`src/vst_mul.sv`:
```
// Shared 33 x 33 signed multiplier with a registered product.
// Depends on nothing.
`default_nettype none
module vst_mul (
    input  wire logic               i_clk,
    input  wire logic signed [32:0] i_a,
    input  wire logic signed [32:0] i_b,
    output logic signed [65:0]      o_p
);
    always_ff @(posedge i_clk) begin
        o_p <= i_a * i_b;
    end
endmodule
`default_nettype wire

```
`config.mk`:
```
export PLATFORM = sky130hd
export DESIGN_NAME = vst_mul
export DESIGN_NICKNAME = d
export VERILOG_FILES = /design/src/vst_mul.sv
export SDC_FILE = /design/constraint.sdc
export NUM_CORES = 2
export LEC_CHECK = 0
export BUFFER_PORTS_ARGS = -buffer_cell sky130_fd_sc_hd__buf_4
export CELL_PAD_IN_SITES_DETAIL_PLACEMENT = 1
export CELL_PAD_IN_SITES_GLOBAL_PLACEMENT = 1
export CORE_MARGIN = 8
export CORE_UTILIZATION = 52
export DETAILED_ROUTE_END_ITERATION = 7
export GPL_TIMING_DRIVEN = 0
export PLACE_DENSITY = 0.82
export SETUP_SLACK_MARGIN = 0.05
export SYNTH_ARGS = -nofsm -noshare
export SYNTH_HDL_FRONTEND = slang
export SYNTH_SLANG_ARGS = --single-unit
```
`constraint.sdc`:
```
create_clock -name i_clk -period 10.65 [get_ports i_clk]
set_clock_uncertainty 0.2 [all_clocks]
set_input_delay 1.065 -clock i_clk [delete_from_list [all_inputs] [get_ports i_clk]]
set_output_delay 1.065 -clock i_clk [all_outputs]
set_load 0.005 [all_outputs]
```
==> reports/metrics.csv <==
metric;value;unit
ios;133;
dr.pass1.iters;7;
cp_slowest_cell;fa_1;
crit_path_end_kind;register;
wire_per_inst;28.81;um
largest_register;o_p;
clkTransAtPathRegs;0.08;ns
start_util;0.5258;
fmax;0.09788;GHz
synth_edf_count;0;
synth_seq_area_share;0.03244;
yosys.area_share.simple;0.1578;
cp_common_cell;fa_1;
largest_reg_flops;66;
crit_arrival;10.28;ns
grt_overflow_total;0;
synthAdderAreaFrac;0.6294;
relSlewSlack;0.1665;
fin_crit;10.22;ns
hold_viol_final;0;
max_stage_delay;0.93;ns
synth.avg_cell_area;9.390;um^2
first_iter_violations;2618;
slew_violations;0;
cp.buffers_inverters;8;
synth_top_family_by_area;adder cells;
netlist_instances;4338;
layout_setup_ws;0.4335;ns
start_kind;input port;
fp-row-count;102;
final_common_cell;fa_1;
die_h;295.9;um
setup_viol;0;
dp_hpwl;141000;um
synthMuxAreaShare;0;
crit_type;input port to register;
grt_use_total;0.3754;
vias;31700;
port_buffers;132;
crit_chain;buf_4 -> clkbuf_1 -> nand2_1 -> inv_1 -> fa_1 -> fa_1 -> fa_1 -> inv_1 -> fa_1 -> inv_1 -> fa_1 -> fa_1 -> fa_1 -> inv_1 -> fa_1 -> inv_1 -> ha_1 -> clkbuf_1 -> nand4_1 -> nor3_1 -> o311ai_4 -> nand3_2 -> a211oi_1 -> a311oi_1;
synth_compound_area_frac;0.04067;
yosys_warnings;0;
syn2layout_area_growth;6.303;%
outcome;complete, but fails checks;
hp-class;input port to register;
gp_congestion;1.029;
syn_area;40730;um^2
yosys_register_bits;66;
die-width;295.9;um
maxCapViolCount;0;
stdcell_count;5530;
synthXorXnorAreaFrac;0.01462;
timing.final.crit_share;0.9593;
final_cell_mix;1144 x fa_1, 1131 x inv_1, 562 x and2_1, 551 x nand2_1, 217 x ha_1;
antenna_found_initial;10;
cts_root_buf;clkbuf_16;
wl;159300;um
grt_setup_unrepaired;no;
cts.sinks;66;
syn_nets;5767;
holdCritStartpoint;i_a[0];
final_antenna_net_count;0;
holdPathEnd;o_p[0]$_DFF_P_;
place_area;43030;um^2
dp_slack;-0.1439;ns
utilization;0.5590;
ys.flop_type;dfxtp_1;
core_area;77470;um^2
synth-async-reset-ratio;0;
worstMarginPinSlew;1.250;ns
drc;1;
reg_top3;o_p (66);
final_cell_area;43300;um^2
grt_pass1_vias;36460;
drive_gt1_frac;0.04392;
cp_data_required_time;10.72;ns
cts_tree;done;
critPathMaxFanout;10;
crit_cells;24;
grt_max_degree;27;
violations;design-rule violations;
grt_first_pass_wirelength;237100;um
dp_cells;5510;
min_path_cells;2;
die-area;87550;um^2
routed_via_density;5.732;
finish.net_count;5910;
cts_setup_buffers;0;
synth_cell_type_count;80;
clock_path_buffers;2;
cts_buffers;9;
htree_levels;3;
critPathTopFamily;adder cells;
## synth_stat cells, types with 8 or more instances
library cell / number / area [um^2]
nand2_1: 551 / 2068
xor2_1: 25 / 219.0
ha_1: 217 / 2715
nor2_1: 68 / 255.2
o21bai_1: 11 / 82.58
fa_1: 1145 / 22920
buf_2: 11 / 55.05
nand4_1: 11 / 68.82
o21ai_0: 25 / 125.1
dfxtp_1: 66 / 1321
and2_1: 562 / 3516
a21oi_1: 57 / 285.3
nand2b_1: 12 / 75.07
nand3_1: 25 / 125.1
xnor2_1: 43 / 376.6
a31oi_1: 8 / 50.05
inv_1: 1131 / 4245
clkbuf_1: 208 / 780.8
a21o_1: 36 / 270.3
## per-stage QoR
stage,hold WS (ns),setup TNS (ns)
after floorplan,0.9923,0
after global placement,1.214,0
after detailed placement,1.224,-0.1439
after CTS,0.8092,0
after global routing,0.8257,0
final,0.8286,0
## cells by family (layout without fill, tap and decap cells)
kind of cell | Yosys count | in the layout
adders and majority gates | 1362 | 1362
buffers and inverters | 1352 | 1499
and+or+nand+nor | 1271 | 1271
AOI/OAI and AO/OA | 219 | 219
xor gates and xnor gates | 68 | 68
DFF | 66 | 66
other | 0 | 5
## final cells by class
cell class,count,area (um^2)
Tap cell,1040,1301
Sequential cell,66,1321
Inverter,1131,4245
Timing Repair Buffer,132,991.0
Buffer,221,850.8
Multi-Input combinational cell,2920,34320
Fill cell,8990,34170
Antenna cell,5,12.51
Clock inverter,6,35.03
Clock buffer,9,225.2
## worst max path at each step
stage | startpoint | to
2_1_floorplan | i_a[32] | o_p[62]$_DFF_P_
3_3_place_gp | i_a[32] | o_p[64]$_DFF_P_
3_5_place_dp | i_a[32] | o_p[64]$_DFF_P_
4_1_cts | i_a[32] | o_p[64]$_DFF_P_
5_1_grt | i_a[32] | o_p[64]$_DFF_P_
6_report | i_a[32] | o_p[64]$_DFF_P_
## repair_timing
item / 4_1_cts / 5_1_grt
hold buffers: 0 / 0
endpoints found under the setup margin: 0 / 1
endpoints found under the hold margin: 0 / 0
gates resized for setup: 0 / 1
## per-layer routing
| metal | track usage | vias up | part of all wire |
|---|---|---|---|
| met5 | 0.006094 | - | 0.00072 |
| met1 | 0.4553 | 16800 | 0.35 |
| met2 | 0.5930 | 1678 | 0.46 |
| met4 | 0.2543 | 8 | 0.084 |
| met3 | 0.09137 | 567 | 0.10 |
| li1 | - | 12640 | - |
Power is not shown: default switching activity piles up to over one toggle a cycle in this logic, so the estimate is an artifact.
