--- config.mk ---
export PLATFORM = sky130hd
export DESIGN_NAME = vst_div
export DESIGN_NICKNAME = d
export VERILOG_FILES = /design/src/vst_div.sv
export SDC_FILE = /design/constraint.sdc
export NUM_CORES = 1
export LEC_CHECK = 0
export BUFFER_PORTS_ARGS = -buffer_cell sky130_fd_sc_hd__buf_2
export CAP_MARGIN = 20
export CORE_ASPECT_RATIO = 0.6
export CORE_MARGIN = 4
export CORE_UTILIZATION = 42
export DETAILED_ROUTE_END_ITERATION = 8
export GPL_ROUTABILITY_DRIVEN = 0
export PLACE_DENSITY = 0.72
export SLEW_MARGIN = 20
export SYNTH_ARGS = -nofsm -noshare
export SYNTH_HDL_FRONTEND = slang
export SYNTH_SLANG_ARGS = --single-unit
--- constraint.sdc ---
create_clock -name i_clk -period 7.2 [get_ports i_clk]
set_input_delay 1.44 -clock i_clk [delete_from_list [all_inputs] [get_ports i_clk]]
set_output_delay 1.44 -clock i_clk [all_outputs]
set_load 0.02 [all_outputs]
--- src/vst_div.sv ---
// Iterative restoring divider: 64 bit dividend by 33 bit divisor, 32 bit quotient.
// The caller guarantees the quotient fits in 32 bits. Depends on nothing.
`default_nettype none
module vst_div (
    input  wire logic        i_clk,
    input  wire logic        i_rst_n,
    input  wire logic        i_start,
    input  wire logic [63:0] i_dvd,
    input  wire logic [32:0] i_dvs,
    output logic             o_done,
    output logic [31:0]      o_quo
);
    logic [33:0] r_rem;
    logic [31:0] r_low;
    logic [4:0]  r_cnt;
    logic        r_busy;
    logic [34:0] w_t;

    assign w_t = {r_rem, r_low[31]};

    always_ff @(posedge i_clk) begin
        if (!i_rst_n) begin
            r_busy <= 1'b0;
            o_done <= 1'b0;
            r_cnt  <= '0;
        end else begin
            o_done <= 1'b0;
            if (i_start) begin
                r_busy <= 1'b1;
                r_cnt  <= '0;
            end else if (r_busy) begin
                r_cnt <= r_cnt + 5'd1;
                if (r_cnt == 5'd31) begin
                    r_busy <= 1'b0;
                    o_done <= 1'b1;
                end
            end
        end
    end

    always_ff @(posedge i_clk) begin
        if (i_start) begin
            r_rem <= {2'b0, i_dvd[63:32]};
            r_low <= i_dvd[31:0];
            o_quo <= '0;
        end else if (r_busy) begin
            if (w_t >= {2'b0, i_dvs}) begin
                r_rem <= 34'(w_t - {2'b0, i_dvs});
                o_quo <= {o_quo[30:0], 1'b1};
            end else begin
                r_rem <= w_t[33:0];
                o_quo <= {o_quo[30:0], 1'b0};
            end
            r_low <= {r_low[30:0], 1'b0};
        end
    end
endmodule
`default_nettype wire
==> out/summary.log, run 1 <==
[status] run status finished, final reports clean
[floorplan] die height 104 um
[power_and_ir_drop] highest ir drop seen on vdd 0.000155 V
[clock_network] Clock Tree Buf Depth 2
[sta] final critical delay including setup and external delays 4.46 ns
[final_layout] number of nets in the layout 904
[setup_path] required time of the worst setup path 7.29 ns
[floorplan] I/O pin count 133
[yosys] flip-flop and latch count after synthesis 105
[global_route] gr usage total 17.3%
[route] First DRT Iteration DRCs 434
[sta] Slew Limit Fails 0
[sta] final hold violations 0
[clock_network] count of hold-fix buffers inserted at cts 0
[final_layout] fraction of layout cells with a size suffix above 1 26.1%
[clock_network] source-to-sink clock delay at the later pin of the worst-skew pair 0.34 ns
[yosys] Synth async-reset ratio 0%
[yosys] Post-synth top flop sky130_fd_sc_hd__edfxtp_1
[setup_path] delay of the slowest cell on the worst path 0.67 ns
[sta] Achievable Freq 224 MHz
[setup_path] cell at the slowest stage of the critical path sky130_fd_sc_hd__a31oi_4
[final_layout] P&R area growth vs syn 17.2%
[sta] final setup vio count 0
[min_path] Hold/Removal Path Class flop to flop
[yosys] sequential-to-total area share from yosys stat 42.2%
[route] ratio of routed vias to standard cells 5.37
[power_and_ir_drop] power density over the cells 292 mW/mm2
[route] Pre-antenna DRT Iters 5
[final_layout] Fill cells 1400
[yosys] syn_area_per_cell 9.95 um2
[sta] final worst clock skew 0.00866 ns
[floorplan] Core Box Area 0.0148 mm2
[yosys] number of flops mapped to enable cells by yosys 64
[yosys] instance count of the mapped netlist 653
[yosys] number of nets produced by synthesis 789
[final_layout] combined area of the multi-input logic cells 0.00345 mm2
[yosys] main combinational cell family by area after synthesis compound AO/OA/AOI/OAI gates
[global_route] largest net degree at the start of global routing 85
[sta] Max-slew headroom 39.3%
[global_route] vias in the first global route 4745
[route] antenna violation net count after detailed routing 0
[yosys] post-synthesis share of cell area spent on xor and xnor gates 4.18%
[final_layout] final core occ 51.4%
[global_route] global-route wire length before repair 24.8 mm
[sta] unrepaired setup endpoints after global routing no
[setup_path] sequence of cells on the critical path buf_2 > inv_1 > ha_1 > a21oi_4 > o21ai_1 > a221oi_2 > nor3b_2 > o31ai_4 > a31oi_4 > buf_4 > nor4_1 > a311o_1
[final_layout] number of inserted diodes 0
[setup_path] critical path start-end classification input port to flop
[global_route] number of antenna violations at the first check in global routing 0
[clock_network] post-cts gate resize count 0
[floorplan] full die area 0.0176 mm2
[route] average routed wire per standard cell 16.1 um
[yosys] synth unique cells 62
[yosys] post-synthesis simple-gate area fraction 12.8%
[route] via total after detailed routing 5213
[power_and_ir_drop] leakage component of the power 0.00340 uW
[sta] final total negative setup slack 0 ns
[route] post-detailed-route DRC marker count 0
[yosys] proportion of synthesized area in mux cells 14.1%
[clock_network] root buf cell sky130_fd_sc_hd__clkbuf_16
[setup_path] element type at the critical path start input port
[place] Post-DP HPWL 11.6 mm
[floorplan] site row count 34
[clock_network] sinks on the clock net 105
[setup_path] Crit path arrival time 4.55 ns
[yosys] Synth Warn # 0
[clock_network] Setup Buffers After CTS 0
[global_route] global route total overflow 0
[yosys] Netlist Area Pre-Place 0.00650 mm2
[route] aggregate routed wire length 15.7 mm
[clock_network] CTS clk-pin slew, worst paths 0.08 ns
[sta] portion of the clock cycle consumed by the worst path in the final layout 61.9%
[setup_path] endpoint kind of the worst setup timing path flop
[sta] transition time at the pin with the least slew margin 0.910 ns
[clock_network] CTS tree built
[yosys] post-synthesis share of cell area spent on full adders, half adders and majority gates 7.05%
[flow_run] Max Cap Violations 0
[clock_network] number of clock buffers inserted by TritonCTS 9
[place] number of port buffers 132
[setup_path] top fanout value on the critical path 24
[yosys] area fraction in compound gates after synthesis 14.9%
[clock_network] deepest level of the CTS H-tree 3
[floorplan] Die X-Extent 169 um
[floorplan] initial standard-cell utilization of the core 43.9%
[final_layout] footprint of the flip-flops and latches 0.00274 mm2
## critical path, delay by kind of cell
family                   cells  cell delay [ns]
adder cells (fa/ha/maj)      1             0.40
buffers and inverters        3             0.55
AO/OA/AOI/OAI                6             1.76
AND/OR/NAND/NOR              2             0.38
## cell usage in the layout (no fill, tap or decap), drive strengths merged, types with 14 or more instances in the layout
| cell | instances |
|---|---|
| buf | 137 |
| nor2 | 78 |
| edfxtp | 64 |
| a21oi | 61 |
| mux2i | 53 |
| inv | 46 |
| dfxtp | 41 |
| ha | 35 |
| nand2 | 35 |
| mux2 | 34 |
| o21ai | 20 |
| xnor2 | 16 |
| xor2 | 15 |
| and3 | 14 |
## cell type report
class                      instances  area share (%)
timing repair buffer             137            9.17
sequential                       105            36.0
multi-input combinational        473            45.3
clock inverter                     6           0.887
inverter                          42            2.07
tap                              198            3.25
clock buffer                      10            3.29
## synth_stat cells, drive strengths merged, types with 3 or more instances
cell type / instances / area (um2)
nor2: 78 / 293
edfxtp: 64 / 1920
a21oi: 61 / 320
mux2i: 53 / 531
inv: 42 / 158
dfxtp: 41 / 821
ha: 35 / 438
nand2: 35 / 131
mux2: 34 / 383
o21ai: 20 / 100
clkbuf: 19 / 71.3
xnor2: 16 / 140
xor2: 15 / 131
and3: 14 / 87.6
buf: 14 / 78.8
a21o: 10 / 75.1
nor3: 10 / 50.1
nand4: 8 / 50.1
a221o: 7 / 70.1
nand3: 6 / 35.0
nand2b: 5 / 31.3
nor3b: 5 / 42.5
a211oi: 4 / 30.0
a221oi: 4 / 47.6
a31oi: 4 / 40.0
and2: 4 / 25.0
nor2b: 4 / 25.0
o211ai: 4 / 30.0
o31ai: 4 / 43.8
nor4: 3 / 18.8
o21bai: 3 / 22.5
## report_power, final
group	total, uW	switching (uW)	internal (uW)
logic	927	537	390
clock network	515	248	268
registers	779	38.2	741
total	2220	823	1400
## state kept, by name, summed over array words and instances, names as in the netlist
register  flops
r_cnt         5
r_busy        1
r_rem        34
o_quo        32
r_low        32
o_done        1
## path summary, 6_finish.rpt
check	from	end	slack, ns	cells after the start
setup / recovery	i_dvs[12]	r_rem[28]	2.74	12
hold / removal	r_rem[33]	r_rem[33]	0.50	2
setup reg to reg	r_rem[11]	r_rem[28]	3.52	10
hold reg to reg	r_rem[33]	r_rem[33]	0.50	2
## cell families (layout without fill, tap and decap cells)
| logic type | after synthesis | in the layout |
|---|---|---|
| XOR/XNOR | 31 | 31 |
| AO/OA/AOI/OAI | 141 | 141 |
| AND/OR/NAND/NOR | 178 | 178 |
| adder cells (fa/ha/maj) | 36 | 36 |
| flip-flops | 105 | 105 |
| buffers and inverters | 75 | 195 |
| multiplexers | 87 | 87 |
## through the flow
stage | setup WS, ns | hold slack, ns | std cells | instance area, um2 | power [uW]
after floorplan | 3.26 | 0.461 | 653 | 6500 | 1510
after global placement | 2.55 | 0.477 | 955 | 7300 | 1690
after detailed placement | 2.41 | 0.491 | 955 | 7300 | 1700
after CTS | 2.77 | 0.502 | 971 | 7610 | 2220
after global routing | 2.56 | 0.529 | 971 | 7610 | 2360
final | 2.74 | 0.503 | 971 | 7610 | 2220
## layer usage
| layer | track usage (%) | wire length [um] | up-vias |
|---|---|---|---|
| li1 | - | - | 2606 |
| met1 | 28.6 | 8400 | 2405 |
| met2 | 22.5 | 5950 | 196 |
| met3 | 3.91 | 1230 | 6 |
| met4 | 2.72 | 79 | 0 |
| met5 | 0 | 0 | - |
Power figures use the tool's default switching activity.
==> run 2: changes to the inputs <==
==> constraint.sdc (replaced) <==
create_clock -name i_clk -period 4.29 [get_ports i_clk]
set_input_delay 0.858 -clock i_clk [delete_from_list [all_inputs] [get_ports i_clk]]
set_output_delay 0.858 -clock i_clk [all_outputs]
set_load 0.02 [all_outputs]
==> run 2 against run 1 <==
Total power is 68% higher. Via count is essentially flat. Sequential share of layout area hardly changed. Final area about the same. Cell count up 0.31%. Combinational power grew 70%. Setup slack lost 1.8 ns. Critical path depth rose by 1. Clock power is 63% higher. Routed wire length is 1.8% higher. Largest power group unchanged. Highest routed layer unchanged.
==> out/summary.log, run 2 (synthesized netlist as in run 1, its figures left out) <==
[route] post-detailed-route DRC marker count 0
[final_layout] number of nets in the layout 907
[clock_network] root buf cell sky130_fd_sc_hd__clkbuf_16
[sta] Slew Limit Fails 0
[floorplan] Core Box Area 0.0148 mm2
[final_layout] fraction of layout cells with a size suffix above 1 26.4%
[status] run status finished, final reports clean
[sta] final setup vio count 0
[global_route] global route total overflow 0
[sta] Final Hold Slack 0.502 ns
[final_layout] cell area after layout 0.00762 mm2
[final_layout] Top reg by flops r_rem
[sta] portion of the clock cycle consumed by the worst path in the final layout 79.2%
[place] Post-DP HPWL 11.9 mm
[power_and_ir_drop] highest ir drop seen on vdd 0.000221 V
[final_layout] P&R area growth vs syn 17.3%
[flow_run] Max Cap Violations 0
[setup_path] Crit path arrival time 3.49 ns
[clock_network] Clock Tree Buf Depth 2
[clock_network] post-cts gate resize count 0
[setup_path] worst flop-to-flop path endpoint r_rem[23]
[sta] Max-slew headroom 43.1%
[floorplan] site row count 34
[global_route] number of antenna violations at the first check in global routing 0
[setup_path] worst reg-to-reg setup slack 1.08 ns
[global_route] largest net degree at the start of global routing 65
[clock_network] source-to-sink clock delay at the later pin of the worst-skew pair 0.34 ns
[final_layout] max reg flops 34
[floorplan] die height 104 um
[final_layout] final non-filler cell total 974
[min_path] Hold/Removal Path Class flop to flop
[setup_path] required time of the worst setup path 4.38 ns
[final_layout] most frequent cells in the layout sky130_fd_sc_hd__buf_2 (132), sky130_fd_sc_hd__nor2_1 (78), sky130_fd_sc_hd__edfxtp_1 (64)
[route] ratio of routed vias to standard cells 5.36
[floorplan] I/O pin count 133
[place] number of port buffers 132
[global_route] gr usage total 17.7%
[route] First DRT Iteration DRCs 410
[floorplan] full die area 0.0176 mm2
[setup_path] endpoint kind of the worst setup timing path flop
[place] number of cells in the design after placement 958
[power_and_ir_drop] power density over the cells 489 mW/mm2
[floorplan] Die X-Extent 169 um
[clock_network] count of hold-fix buffers inserted at cts 0
[clock_network] CTS tree built
[route] Pre-antenna DRT Iters 6
[global_route] vias in the first global route 4858
[setup_path] worst setup path end r_rem[23]
[sta] transition time at the pin with the least slew margin 0.854 ns
[sta] unrepaired setup endpoints after global routing no
[sta] final hold violations 0
[floorplan] initial standard-cell utilization of the core 43.9%
[final_layout] number of inserted diodes 0
[route] average routed wire per standard cell 16.4 um
[global_route] global-route wire length before repair 25.6 mm
[sta] Achievable Freq 294 MHz
[final_layout] registers with the most flip-flops r_rem (34), o_quo (32), r_low (32)
[clock_network] CTS clk-pin slew, worst paths 0.08 ns
[sta] final worst clock skew 0.0150 ns
[route] via total after detailed routing 5216
[setup_path] element type at the critical path start input port
[clock_network] deepest level of the CTS H-tree 3
[setup_path] critical path start-end classification input port to flop
[route] aggregate routed wire length 15.9 mm
[sta] final critical delay including setup and external delays 3.40 ns
[place] placed inst area 0.00732 mm2
[clock_network] number of clock buffers inserted by TritonCTS 9
[sta] final total negative setup slack 0 ns
[final_layout] commonest non-fill, non-tap cell in the layout sky130_fd_sc_hd__buf_2
[setup_path] top fanout value on the critical path 18
[setup_path] Reg2Reg Launch Point r_rem[11]
[clock_network] sinks on the clock net 105
[setup_path] depth of the worst register-to-register path 11
[route] antenna violation net count after detailed routing 0
[setup_path] Critical Path Start i_dvs[12]
[clock_network] Setup Buffers After CTS 0
[power_and_ir_drop] leakage component of the power 0.00341 uW
## run 2: cell types whose count changed in the layout (fill, tap and decap cells not counted)
| cell | before | now |
|---|---|---|
| sky130_fd_sc_hd__inv_8 | 0 | 2 |
| sky130_fd_sc_hd__bufinv_8 | 0 | 1 |
| sky130_fd_sc_hd__clkinv_4 | 0 | 2 |
| sky130_fd_sc_hd__inv_6 | 4 | 2 |
| sky130_fd_sc_hd__clkbuf_16 | 10 | 9 |
| sky130_fd_sc_hd__clkinv_8 | 2 | 0 |
| sky130_fd_sc_hd__buf_4 | 5 | 8 |
## run 2: area by class of cell
cell class	count	area, um2
inverters	42	158
clock inverters	7	75.1
fillers	1398	7180
well taps	198	248
clock buffers	9	225
flip-flops and latches	105	2740
multi-input cells	473	3450
repair buffers	140	721
## run 2: worst max-delay path, cell delays in order
cell,delay (ns)
sky130_fd_sc_hd__buf_2,0.08
sky130_fd_sc_hd__inv_1,0.03
sky130_fd_sc_hd__ha_1,0.41
sky130_fd_sc_hd__a21oi_4,0.23
sky130_fd_sc_hd__o21ai_1,0.13
sky130_fd_sc_hd__a221oi_2,0.32
sky130_fd_sc_hd__nor3b_2,0.29
sky130_fd_sc_hd__o31ai_4,0.15
sky130_fd_sc_hd__a31oi_4,0.18
sky130_fd_sc_hd__buf_4,0.25
sky130_fd_sc_hd__nor2_1,0.06
sky130_fd_sc_hd__buf_4,0.20
sky130_fd_sc_hd__a221o_1,0.30
## run 2: worst min-delay path by stage
stage,startpoint,endpoint,slack (ns),cells past startpoint
6_report,r_rem[33],r_rem[33],0.50,2
5_1_grt,r_rem[33],r_rem[33],0.52,2
4_1_cts,r_rem[33],r_rem[33],0.50,2
3_5_place_dp,r_rem[33],r_rem[33],0.49,2
3_3_place_gp,o_quo[31],o_quo[31],0.48,2
2_1_floorplan,r_rem[33],r_rem[33],0.46,2
## run 2: routing by layer
metal	share of wire, %	wire length (um)	GRT usage [%]	up-vias
met2	38	6050	23.1	193
met4	0.66	106	2.78	0
li1	-	-	-	2604
met3	7.2	1140	4.18	10
met1	54	8640	29.2	2409
met5	0	0	0	-
## run 2: through the flow
step | power (uW) | util (%) | worst slack (ns)
detailed placement | 2870 | 49.4 | 0.590
global placement | 2870 | 49.4 | 0.567
finish | 3730 | 51.5 | 0.892
floorplan | 2530 | - | 0.936
CTS | 3740 | 51.5 | 0.933
global route | 3970 | 51.5 | 0.740
## run 2: power breakdown
group	leakage, uW	switching, uW	internal, uW
sequential	0.000973	64.6	1240
combinational	0.00229	914	669
clock	0.000153	401	438
