--- src/vst_sqrt.sv ---
// Iterative floor square root of a 64 bit value, one result bit per cycle.
// Depends on nothing.
`default_nettype none
module vst_sqrt (
    input  wire logic        i_clk,
    input  wire logic        i_rst_n,
    input  wire logic        i_start,
    input  wire logic [63:0] i_x,
    output logic             o_done,
    output logic [32:0]      o_root
);
    logic [63:0] r_x, r_r, r_bit;
    logic [4:0]  r_cnt;
    logic        r_busy;
    logic [64:0] w_sum;

    assign w_sum  = {1'b0, r_r} + {1'b0, r_bit};
    assign o_root = r_r[32:0];

    always_ff @(posedge i_clk) begin
        if (!i_rst_n) begin
            r_busy <= 1'b0;
            o_done <= 1'b0;
            r_cnt  <= '0;
        end else begin
            o_done <= 1'b0;
            if (i_start) begin
                r_busy <= 1'b1;
                r_cnt  <= '0;
            end else if (r_busy) begin
                r_cnt <= r_cnt + 5'd1;
                if (r_cnt == 5'd31) begin
                    r_busy <= 1'b0;
                    o_done <= 1'b1;
                end
            end
        end
    end

    always_ff @(posedge i_clk) begin
        if (i_start) begin
            r_x   <= i_x;
            r_r   <= '0;
            r_bit <= 64'd1 << 62;
        end else if (r_busy) begin
            if ({1'b0, r_x} >= w_sum) begin
                r_x <= r_x - w_sum[63:0];
                r_r <= (r_r >> 1) + r_bit;
            end else begin
                r_r <= r_r >> 1;
            end
            r_bit <= r_bit >> 2;
        end
    end
endmodule
`default_nettype wire

--- config.mk ---
export PLATFORM = sky130hd
export DESIGN_NAME = vst_sqrt
export DESIGN_NICKNAME = d
export VERILOG_FILES = /design/src/vst_sqrt.sv
export SDC_FILE = /design/constraint.sdc
export NUM_CORES = 1
export LEC_CHECK = 0
export BUFFER_PORTS_ARGS = -buffer_cell sky130_fd_sc_hd__buf_2
export CAP_MARGIN = 20
export CORE_ASPECT_RATIO = 0.7
export CORE_MARGIN = 5
export CORE_UTILIZATION = 63
export CTS_BUF_LIST = sky130_fd_sc_hd__clkbuf_8 sky130_fd_sc_hd__clkbuf_16
export CTS_CLUSTER_SIZE = 16
export DETAILED_ROUTE_END_ITERATION = 12
export GPL_TIMING_DRIVEN = 0
export PLACE_DENSITY = 0.91
export SLEW_MARGIN = 20
export SYNTH_ARGS = -nofsm -noshare
export SYNTH_HDL_FRONTEND = slang
export SYNTH_SLANG_ARGS = --single-unit
--- constraint.sdc ---
create_clock -name i_clk -period 8.6 [get_ports i_clk]
set_clock_uncertainty 0.1 [all_clocks]
set_input_delay 1.29 -clock i_clk [delete_from_list [all_inputs] [get_ports i_clk]]
set_output_delay 1.29 -clock i_clk [all_outputs]
set_load 0.02 [all_outputs]
==> run metrics, run 1 <==
synth unique cells=78; slew margin rel.=0.185; Final Max Tran Viols=0; hold_buf cts=0; total core area=24,500 um2; worst setup margin=roughly 0.28 ns; row count=48; CTS tree=built; Inserted Diodes=0; crit path from=r_r[2]; element type at the critical path start=register; async set or reset register ratio after synthesis=0; required time worst endpoint=8.64 ns; CP endpoint kind=register; pwr/cell area=roughly 280 nW/um2; Synth Area per Inst=7.84 um2; Reg2Reg Launch Point=r_r[2]; Final Instance Area=17,100 um2; outcome=complete, no violations; DRT Pass-1 Iters=7; R2R Path End=r_x[37]; Hold Slack=0.422 ns; worst-path maximum fanout=48; worst setup path category=reg2reg; P&R area growth vs syn=10.1%; number of synthesized flops with an enable pin=64; DRT iter0 DRCs=between 2,000 and 2,500; Int Power=about 2.5 mW; maximum vdd drop=176 uV; vias in the first global route=14,900; ANT nets after route=0; clock buffer count from CTS=17; share of power burned in registers=0.242; fmax=between 100 and 150 MHz; Switch Pwr=about 2.4 mW; synthesized area=between 15,000 and 20,000 um2; pin count of the biggest net entering global routing=49; Yosys top cell by area=dfxtp_1; die area=28,000 um2; share of layout cells above drive strength 1=0.103; die width=198 um; RSZ-0062 raised after global routing=false; GRT overflow=0; Post-Syn Instances=1,984; Switching Share=0.489; ys flop type=dfxtp_1; setup tns final=0 ns; initial antenna violation count=0; Power Total=4.85 mW; HPWL Detailed=42.2 mm; clock network fraction of design power=0.171; Synthesis Warnings=0; wire per inst=22.5 um; fill count=around 2,000; final worst path period share=0.967; syn nets=roughly 2,200; Max-Cap Viols=0; Worst Path Arrival=between 8 and 9 ns; Max Root-Sink Buffers=2; Placed Area=16,500 um2; Seq/Total Area, Yosys=0.256; Initial Utilization=0.635; Clock Pin Slew Worst Setup and Hold Paths=roughly 0.08 ns; Tightest Pin Transition=1.22 ns; clk root buf=clkbuf_16; GRT Overall Usage=0.379; Total Wirelength=54.9 mm; Die H=141 um; RePlAce Congestion=about 1.0; Comb pwr share=0.587; minimum clock period=approximately 8.3 ns; Worst Setup EP=r_x[37]; CTS sink cnt=167; CTS H-tree lvls=4; final hold violation count=0; via-per-instance ratio=~6.8; final setup violating endpoints=0; Setup WS pre-CTS=-0.277 ns; # nets final=around 2,300; hold crit path type=reg2reg; Area contributors post-synth=dfxtp_1 13%, edfxtp_1 12%, ha_1 11%, nand2_1 5.4%, o21ai_0 5.2%; drt drc=0; I/O pins=between 100 and 150; Worst-Skew Late Latency=0.47 ns; worst reg-to-reg path cell count=22; first-pass GRT wire length=83.8 mm; Leak=6.63 nW; Via Count=16,600; Setup Buffers After CTS=0; flop2flop setup slack=around 0.28 ns; post-synth top area share=0.133; Port Buffers=100; flops & latches, synth=167
placed cells by master, fill, tap and decap left out, types with 19 or more instances in the layout:
master | netlist | routed
dfxtp_1 | 103 | 103
mux2i_1 | 44 | 44
nand2_1 | 224 | 223
nor3_1 | 51 | 51
inv_1 | 51 | 51
a21o_1 | 40 | 40
nor2b_1 | 19 | 19
clkbuf_1 | 98 | 97
a31oi_1 | 67 | 67
buf_2 | 9 | 109
ha_1 | 132 | 132
o21ai_0 | 163 | 162
nand3_1 | 48 | 48
a211oi_1 | 53 | 53
buf_4 | 35 | 35
a21oi_1 | 111 | 111
o21bai_1 | 21 | 21
xnor2_1 | 93 | 93
nor2_1 | 168 | 168
nand4_1 | 46 | 46
edfxtp_1 | 64 | 64
xor2_1 | 67 | 67
cells by family (layout without fill, tap and decap cells):
group	Yosys count	in the layout	synth area share
AOI/OAI and AO/OA	599	599	0.250
xor gates and xnor gates	160	160	0.0901
adders and majority gates	133	133	0.107
buffers and inverters	203	335	0.0591
DFF	167	167	0.256
muxes	52	52	0.0341
and+or+nand+nor	670	670	0.204
power by group through the flow:
stage                     registers (mW)  logic, mW  clock network [mW]
after floorplan                     1.15       2.00                   0
after global placement              1.19       2.63                   0
after detailed placement            1.19       2.71                   0
after CTS                           1.17       2.74               0.817
after global routing                1.19       3.06               0.857
final                               1.17       2.84               0.828
cell type report:
class / instances / area, um2 / share of cell area
inverters: 51 / 191 / 0.0112
flip-flops and latches: 167 / 3980 / 0.233
plain buffers: 151 / 724 / 0.0423
repair buffers: 101 / 528 / 0.0308
clock buffers: 18 / 450 / 0.0263
multi-input cells: 1614 / 10700 / 0.624
clock inverters: 14 / 148 / 0.00862
well taps: 325 / 407 / 0.0237
worst min path at each step:
stage	start	endpoint	slack, ns	cells after the start
finish	r_cnt[4]	r_cnt[4]	0.42	2
global route	r_cnt[4]	r_cnt[4]	0.47	2
CTS	r_cnt[4]	r_cnt[4]	0.42	2
detailed placement	r_cnt[4]	r_cnt[4]	0.41	2
global placement	r_cnt[4]	r_cnt[4]	0.39	2
floorplan	r_bit[62]	r_bit[62]	0.36	2
through the flow:
step	cells	util
floorplan	1984	-
global placement	2409	0.672
detailed placement	2410	0.673
CTS	2442	0.698
global route	2441	0.699
finish	2441	0.699
worst max-delay path, stage by stage, from the launching register on:
cell,delay [ns]
dfxtp_1,0.45
ha_1,0.32
a31o_2,0.27
a31oi_1,0.41
nor2_1,0.17
a211oi_1,0.56
nor2_1,0.26
o41ai_4,0.59
o21ai_0,0.44
xnor2_1,0.30
ha_1,0.34
clkbuf_1,0.27
nand4_1,0.22
or2_2,0.33
nor3_1,0.59
o311ai_2,0.37
o21ai_0,0.28
o41ai_2,0.18
buf_2,0.25
nor2_8,0.44
nand2_1,0.18
nand2_4,0.30
buf_16,0.30
flip-flops by register name, summed over array words and instances, names as in the netlist:
name,flops
o_done,1
r_bit,32
r_r,64
r_cnt,5
r_busy,1
r_x,64
synth_stat cells (18+ instances only):
master	count
nand2_1	224
nor2_1	168
o21ai_0	163
ha_1	132
a21oi_1	111
dfxtp_1	103
clkbuf_1	98
xnor2_1	93
a31oi_1	67
xor2_1	67
edfxtp_1	64
a211oi_1	53
inv_1	51
nor3_1	51
nand3_1	48
nand4_1	46
mux2i_1	44
a21o_1	40
buf_4	35
o21bai_1	21
nor2b_1	19
and3_1	18
repair_timing:
action                                  CTS  global route
cloned                                    0             0
endpoints found under the setup margin   64            64
resized for setup                         3             2
hold endpoints to repair                  0             0
per-layer routing:
layer	GRT usage	wire, um
met1	0.553	23100
met2	0.537	22100
met3	0.106	7590
met4	0.131	2060
met5	0	0
Power figures use the tool's default switching activity.
==> run 2, diff against run 1 <==
Settings changed: GPL_TIMING_DRIVEN 0 to unset.
==> run metrics, run 2 (synthesis gave the netlist of run 1 again) <==
row count=48; die width=198 um; Leak=6.34 nW; total core area=24,500 um2; cts repair resizes=0; minimum clock period=roughly 8 ns; DRT Pass-1 Iters=6; most common cell after layout, fill and taps aside=nand2_1; clock buffer count from CTS=17; most used cell, CP=o21ai_0; Worst Path Arrival=between 8 and 9 ns; I/O pins=about 100; Max-Cap Viols=0; GRT overflow=0; Setup Buffers After CTS=0; Total Wirelength=48.1 mm; Top Registers=r_r (64), r_x (64), r_bit (32); CTS tree=built; CTS sink cnt=167; final hold violation count=0; # nets final=2,165; Final Max Tran Viols=0; vias in the first global route=13,900; Worst-Skew Late Latency=0.47 ns; first-pass GRT wire length=75.5 mm; Via Count=15,600; outcome=complete, no violations; final setup violating endpoints=0; Max Root-Sink Buffers=2; pin count of the biggest net entering global routing=just over 100; HPWL Detailed=35.9 mm; initial antenna violation count=0; most frequent cells in the layout=223 x nand2_1, 168 x nor2_1, 163 x o21ai_0, 132 x ha_1, 111 x a21oi_1; worst-path maximum fanout=37; RSZ-0062 raised after global routing=false; Crit path buffers/inverters=2; Inserted Diodes=0; share of layout cells above drive strength 1=0.0935; Die H=141 um; die area=28,000 um2; CTS H-tree lvls=4; element type at the critical path start=register; worst setup path category=reg2reg; P&R area growth vs syn=6.06%; setup tns final=0 ns; met3 wire len=5.29 mm; hold_buf cts=0; Port Buffers=100; drt drc=0; clk root buf=clkbuf_16; slew margin rel.=0.333; cells along the critical path=ha_1 -> a31oi_1 -> o31ai_1 -> a31oi_1 -> o21ai_0 -> a221o_1 -> o21ai_0 -> o21ai_0 -> a41o_1 -> nand2_1 -> xor2_1 -> ha_1 -> a21oi_1 -> o21ai_1 -> a211oi_1 -> o211ai_1 -> o311ai_1 -> o21ai_0 -> o41ai_2 -> buf_6 -> or2_1 -> buf_4 -> o21ai_0 -> a221oi_1; Initial Utilization=0.635; Worst path max stage delay=0.71 ns; DR WL met2=approximately 20 mm; pwr/cell area=284 nW/um2; RePlAce Congestion=1.00; ANT nets after route=0; DRT iter0 DRCs=~1,900; Clock Pin Slew Worst Setup and Hold Paths=0.08 ns; maximum vdd drop=202 uV; fmax=123 MHz; wire per inst=20.9 um; DR top layer=met4; via-per-instance ratio=6.76; CP max-delay cell=o41ai_2; hold crit path type=reg2reg; CP endpoint kind=register; critical path's top delay family=compound AO/OA/AOI/OAI gates; required time worst endpoint=8.86 ns; GRT Overall Usage=0.332; met1 WL=21.4 mm; Power Total=about 4.7 mW; Tightest Pin Transition=0.996 ns; final worst path period share=0.943
## run 2: cell types whose count changed in the layout (fill, tap and decap cells not counted), moves of 2 or more
cell	delta
buf_1	-8
buf_12	+2
buf_2	-10
buf_4	-24
clkbuf_1	-97
clkinv_8	-2
clkinvlp_4	-2
inv_6	+3
## run 2: stage by stage
stage	area, um2	util	worst slack, ns	cells	hold WS, ns
after global routing	16500	0.673	0.0442	2303	0.444
after global placement	15900	0.648	1.02	2271	0.379
after CTS	16500	0.673	0.617	2303	0.420
final	16500	0.673	0.487	2303	0.419
after detailed placement	15900	0.648	0.659	2271	0.405
after floorplan	15600	-	1.58	1984	0.363
## run 2: worst paths after layout
check | to | from | cells after the start | slack, ns
setup / recovery | r_r[58] | r_r[8] | 24 | 0.49
hold / removal | r_cnt[4] | r_cnt[4] | 2 | 0.42
setup reg to reg | r_r[58] | r_r[8] | 24 | 0.49
hold reg to reg | r_cnt[4] | r_cnt[4] | 2 | 0.42
## run 2: area by class of cell
| type | instances | area [um2] |
|---|---|---|
| clock inverters | 13 | 145 |
| flip-flops and latches | 167 | 3990 |
| well taps | 325 | 407 |
| multi-input cells | 1614 | 10700 |
| inverters | 51 | 191 |
| fillers | 2004 | 8000 |
| clock buffers | 19 | 464 |
| repair buffers | 114 | 641 |
## run 2: worst reg2reg max path, cell delays in order, from the launching register on
cell and delay (ns):
dfxtp_1 0.53, ha_1 0.34, a31oi_1 0.28, o31ai_1 0.14, a31oi_1 0.31, o21ai_0 0.27, a221o_1 0.45, o21ai_0 0.57
o21ai_0 0.33, a41o_1 0.33, nand2_1 0.08, xor2_1 0.15, ha_1 0.32, a21oi_1 0.21, o21ai_1 0.13, a211oi_1 0.36
o211ai_1 0.18, o311ai_1 0.43, o21ai_0 0.26, o41ai_2 0.71, buf_6 0.42, or2_1 0.23, buf_4 0.40, o21ai_0 0.14
a221oi_1 0.34
## run 2: layer usage
layer  vias to the layer above  track usage
met5                         -            0
met4                         0        0.103
met3                        84       0.0812
met2                       877        0.480
met1                      7325        0.489
li1                       7285            -
## run 2: where the power goes
part,internal (mW),switching (mW)
Sequential,1.06,0.146
Clock,0.440,0.394
Combinational,0.987,1.66
Total,2.48,2.20
==> run 3, diff against run 2 <==
Settings changed: ABC_AREA set to 1, CELL_PAD_IN_SITES_DETAIL_PLACEMENT set to 1, CELL_PAD_IN_SITES_GLOBAL_PLACEMENT set to 1, CORE_UTILIZATION 63 to 45, PLACE_DENSITY 0.91 to 0.92.
==> run metrics, run 3 <==
Setup WS pre-CTS=2.32 ns; Top Registers=r_r (64), r_x (64), r_bit (32); Reg2Reg Launch Point=r_r[4]; Max Root-Sink Buffers=2; worst-path maximum fanout=45; Worst Setup EP=r_x[52]; drt drc=0; CTS sink cnt=167; Yosys top cell by area=nand2_1; final worst path period share=0.768; clock buffer count from CTS=17; cts repair resizes=0; Tightest Pin Transition=around 1.3 ns; element type at the critical path start=register; flop2flop setup slack=2.00 ns; Port Buffers=100; pin count of the biggest net entering global routing=98; post-synthesis compound-gate area fraction=0.175; worst setup path category=reg2reg; Post-Syn Instances=3,123; maximum vdd drop=between 200 and 250 uV; vias in the first global route=21,600; worst reg-to-reg path cell count=24; Power Total=5.65 mW; most common cell after layout, fill and taps aside=nand2_1; Synth Area per Inst=between 6 and 7 um2; Area contributors post-synth=nand2_1 16%, dfxtp_1 11%, edfxtp_1 10%, ha_1 8.8%, inv_1 8.3%; # nets final=between 3,000 and 4,000; largest family of logic cells by synthesized area=simple AND/OR/NAND/NOR gates; Clock Pin Slew Worst Setup and Hold Paths=0.07 ns; share of layout cells above drive strength 1=0.0601; post-synth top area share=0.156; pwr/cell area=roughly 280 nW/um2; slew margin rel.=0.143; number of synthesized flops with an enable pin=64; worst setup margin=about 2 ns; DRT Pass-1 Iters=6; Leak=between 8 and 9 nW; Worst-Skew Late Latency=a little under 0.5 ns; die width=254 um; via-per-instance ratio=6.04; final setup violating endpoints=0; GRT Overall Usage=0.358; Die H=181 um; HPWL Detailed=69.1 mm; Synthesis Warnings=0; ANT nets after route=0; Final Max Tran Viols=0; P&R area growth vs syn=6.94%; Max-Cap Viols=0; fill count=5,873; async set or reset register ratio after synthesis=0; total core area=approximately 41,000 um2; Seq/Total Area, Yosys=0.213; fmax=151 MHz; wire per inst=23.2 um; setup tns final=0 ns; Synth Area in Simple Gates=0.350; hold crit path type=reg2reg; final hold violation count=0; CTS tree=built; top-count cell post-synth=nand2_1; Initial Utilization=0.456; I/O pins=between 100 and 150; row count=62; crit path from=r_r[4]; Via Count=roughly 22,000; hold_buf cts=0; ys flop type=dfxtp_1; RePlAce Congestion=1.05; initial antenna violation count=2; Setup Buffers After CTS=0; outcome=complete, no violations; list of most frequent post-synthesis cells=781 x nand2_1, 414 x inv_1, 398 x nor2_1; synthesized area=18,700 um2; CTS H-tree lvls=4; Util after Layout=0.487; flops & latches, synth=167; most frequent cells in the layout=780 x nand2_1, 415 x inv_1, 398 x nor2_1, 263 x nand3_1, 246 x a21oi_1; CP endpoint kind=register; minimum clock period=6.60 ns; RSZ-0062 raised after global routing=false; Worst Path Arrival=6.66 ns; adder-cell share of the synthesized area=0.0892; Total Wirelength=86.1 mm; die area=between 40,000 and 50,000 um2; syn nets=approximately 3,300; R2R Path End=r_x[52]; clk root buf=clkbuf_16; Inserted Diodes=0; GRT overflow=0; synth unique cells=50; multiplexer share of the synthesized area=0; first-pass GRT wire length=129 mm; DRT iter0 DRCs=2,635; required time worst endpoint=between 8 and 9 ns; Synth Area in XOR/XNOR=0.0589
-- run 3: area by class of cell --
| class | instances | area, um2 | area share |
|---|---|---|---|
| timing repair buffer | 110 | 598 | 0.0298 |
| tap | 544 | 681 | 0.0340 |
| sequential | 167 | 3990 | 0.199 |
| inverter | 420 | 1580 | 0.0787 |
| multi-input combinational | 2430 | 12600 | 0.630 |
| clock buffer | 22 | 517 | 0.0258 |
| clock inverter | 10 | 65.1 | 0.00325 |
-- run 3: per-stage QoR --
stage               cell area, um2  hold WS, ns  instances
finish                       20000        0.405       3703
global route                 20000        0.414       3703
CTS                          20000        0.408       3702
detailed placement           19400        0.396       3670
global placement             19400        0.354       3670
floorplan                    18700        0.345       3123
-- run 3: report_power, final --
group | internal [mW] | switching [mW]
clock network | 0.426 | 0.387
registers | 1.06 | 0.204
logic | 1.07 | 2.50
total | 2.56 | 3.09
-- run 3: cells by family (layout without fill, tap and decap cells) --
logic type	Yosys count	count (layout)
flops	167	167
fa+ha+maj	133	133
xor+xnor	126	126
buf+inv	526	562
compound gates	597	597
simple gates	1574	1574
-- run 3: worst min-delay path by stage --
stage / start / endpoint / slack [ns] / cells after the start
5_1_grt: r_cnt[4] / r_cnt[4] / 0.41 / 2
3_5_place_dp: r_r[0] / r_r[0] / 0.40 / 2
4_1_cts: r_r[0] / r_r[0] / 0.41 / 2
3_3_place_gp: r_cnt[4] / r_cnt[4] / 0.35 / 2
2_1_floorplan: r_cnt[4] / r_cnt[4] / 0.35 / 2
6_report: r_r[0] / r_r[0] / 0.41 / 2
-- run 3: layer usage --
metal,part of all wire,global-route usage,wire [um]
met5,0.00030,0,26
met4,0.019,0.0685,1630
met3,0.11,0.0884,9200
met2,0.42,0.531,35800
met1,0.46,0.530,39400
-- run 3: worst max-delay path, stage by stage (launching register included) --
cell and delay [ns]:
dfxtp_1 0.39, ha_1 0.37, nand2_1 0.11, o21ai_1 0.18, nor2_1 0.09, o21ai_1 0.42, a21oi_1 0.22, o21ai_0 0.60
nand3_1 0.25, o2111ai_1 0.26, xor2_1 0.23, ha_1 0.46, nand2_1 0.14, nor2_1 0.22, nand2_1 0.14, nor2_1 0.32
nand4_1 0.15, nand2_1 0.11, nand3_1 0.09, nand2_2 0.12, nor2_4 0.09, nand2_2 0.09, nand2_1 0.09, nand2_4 0.55
buf_4 0.45
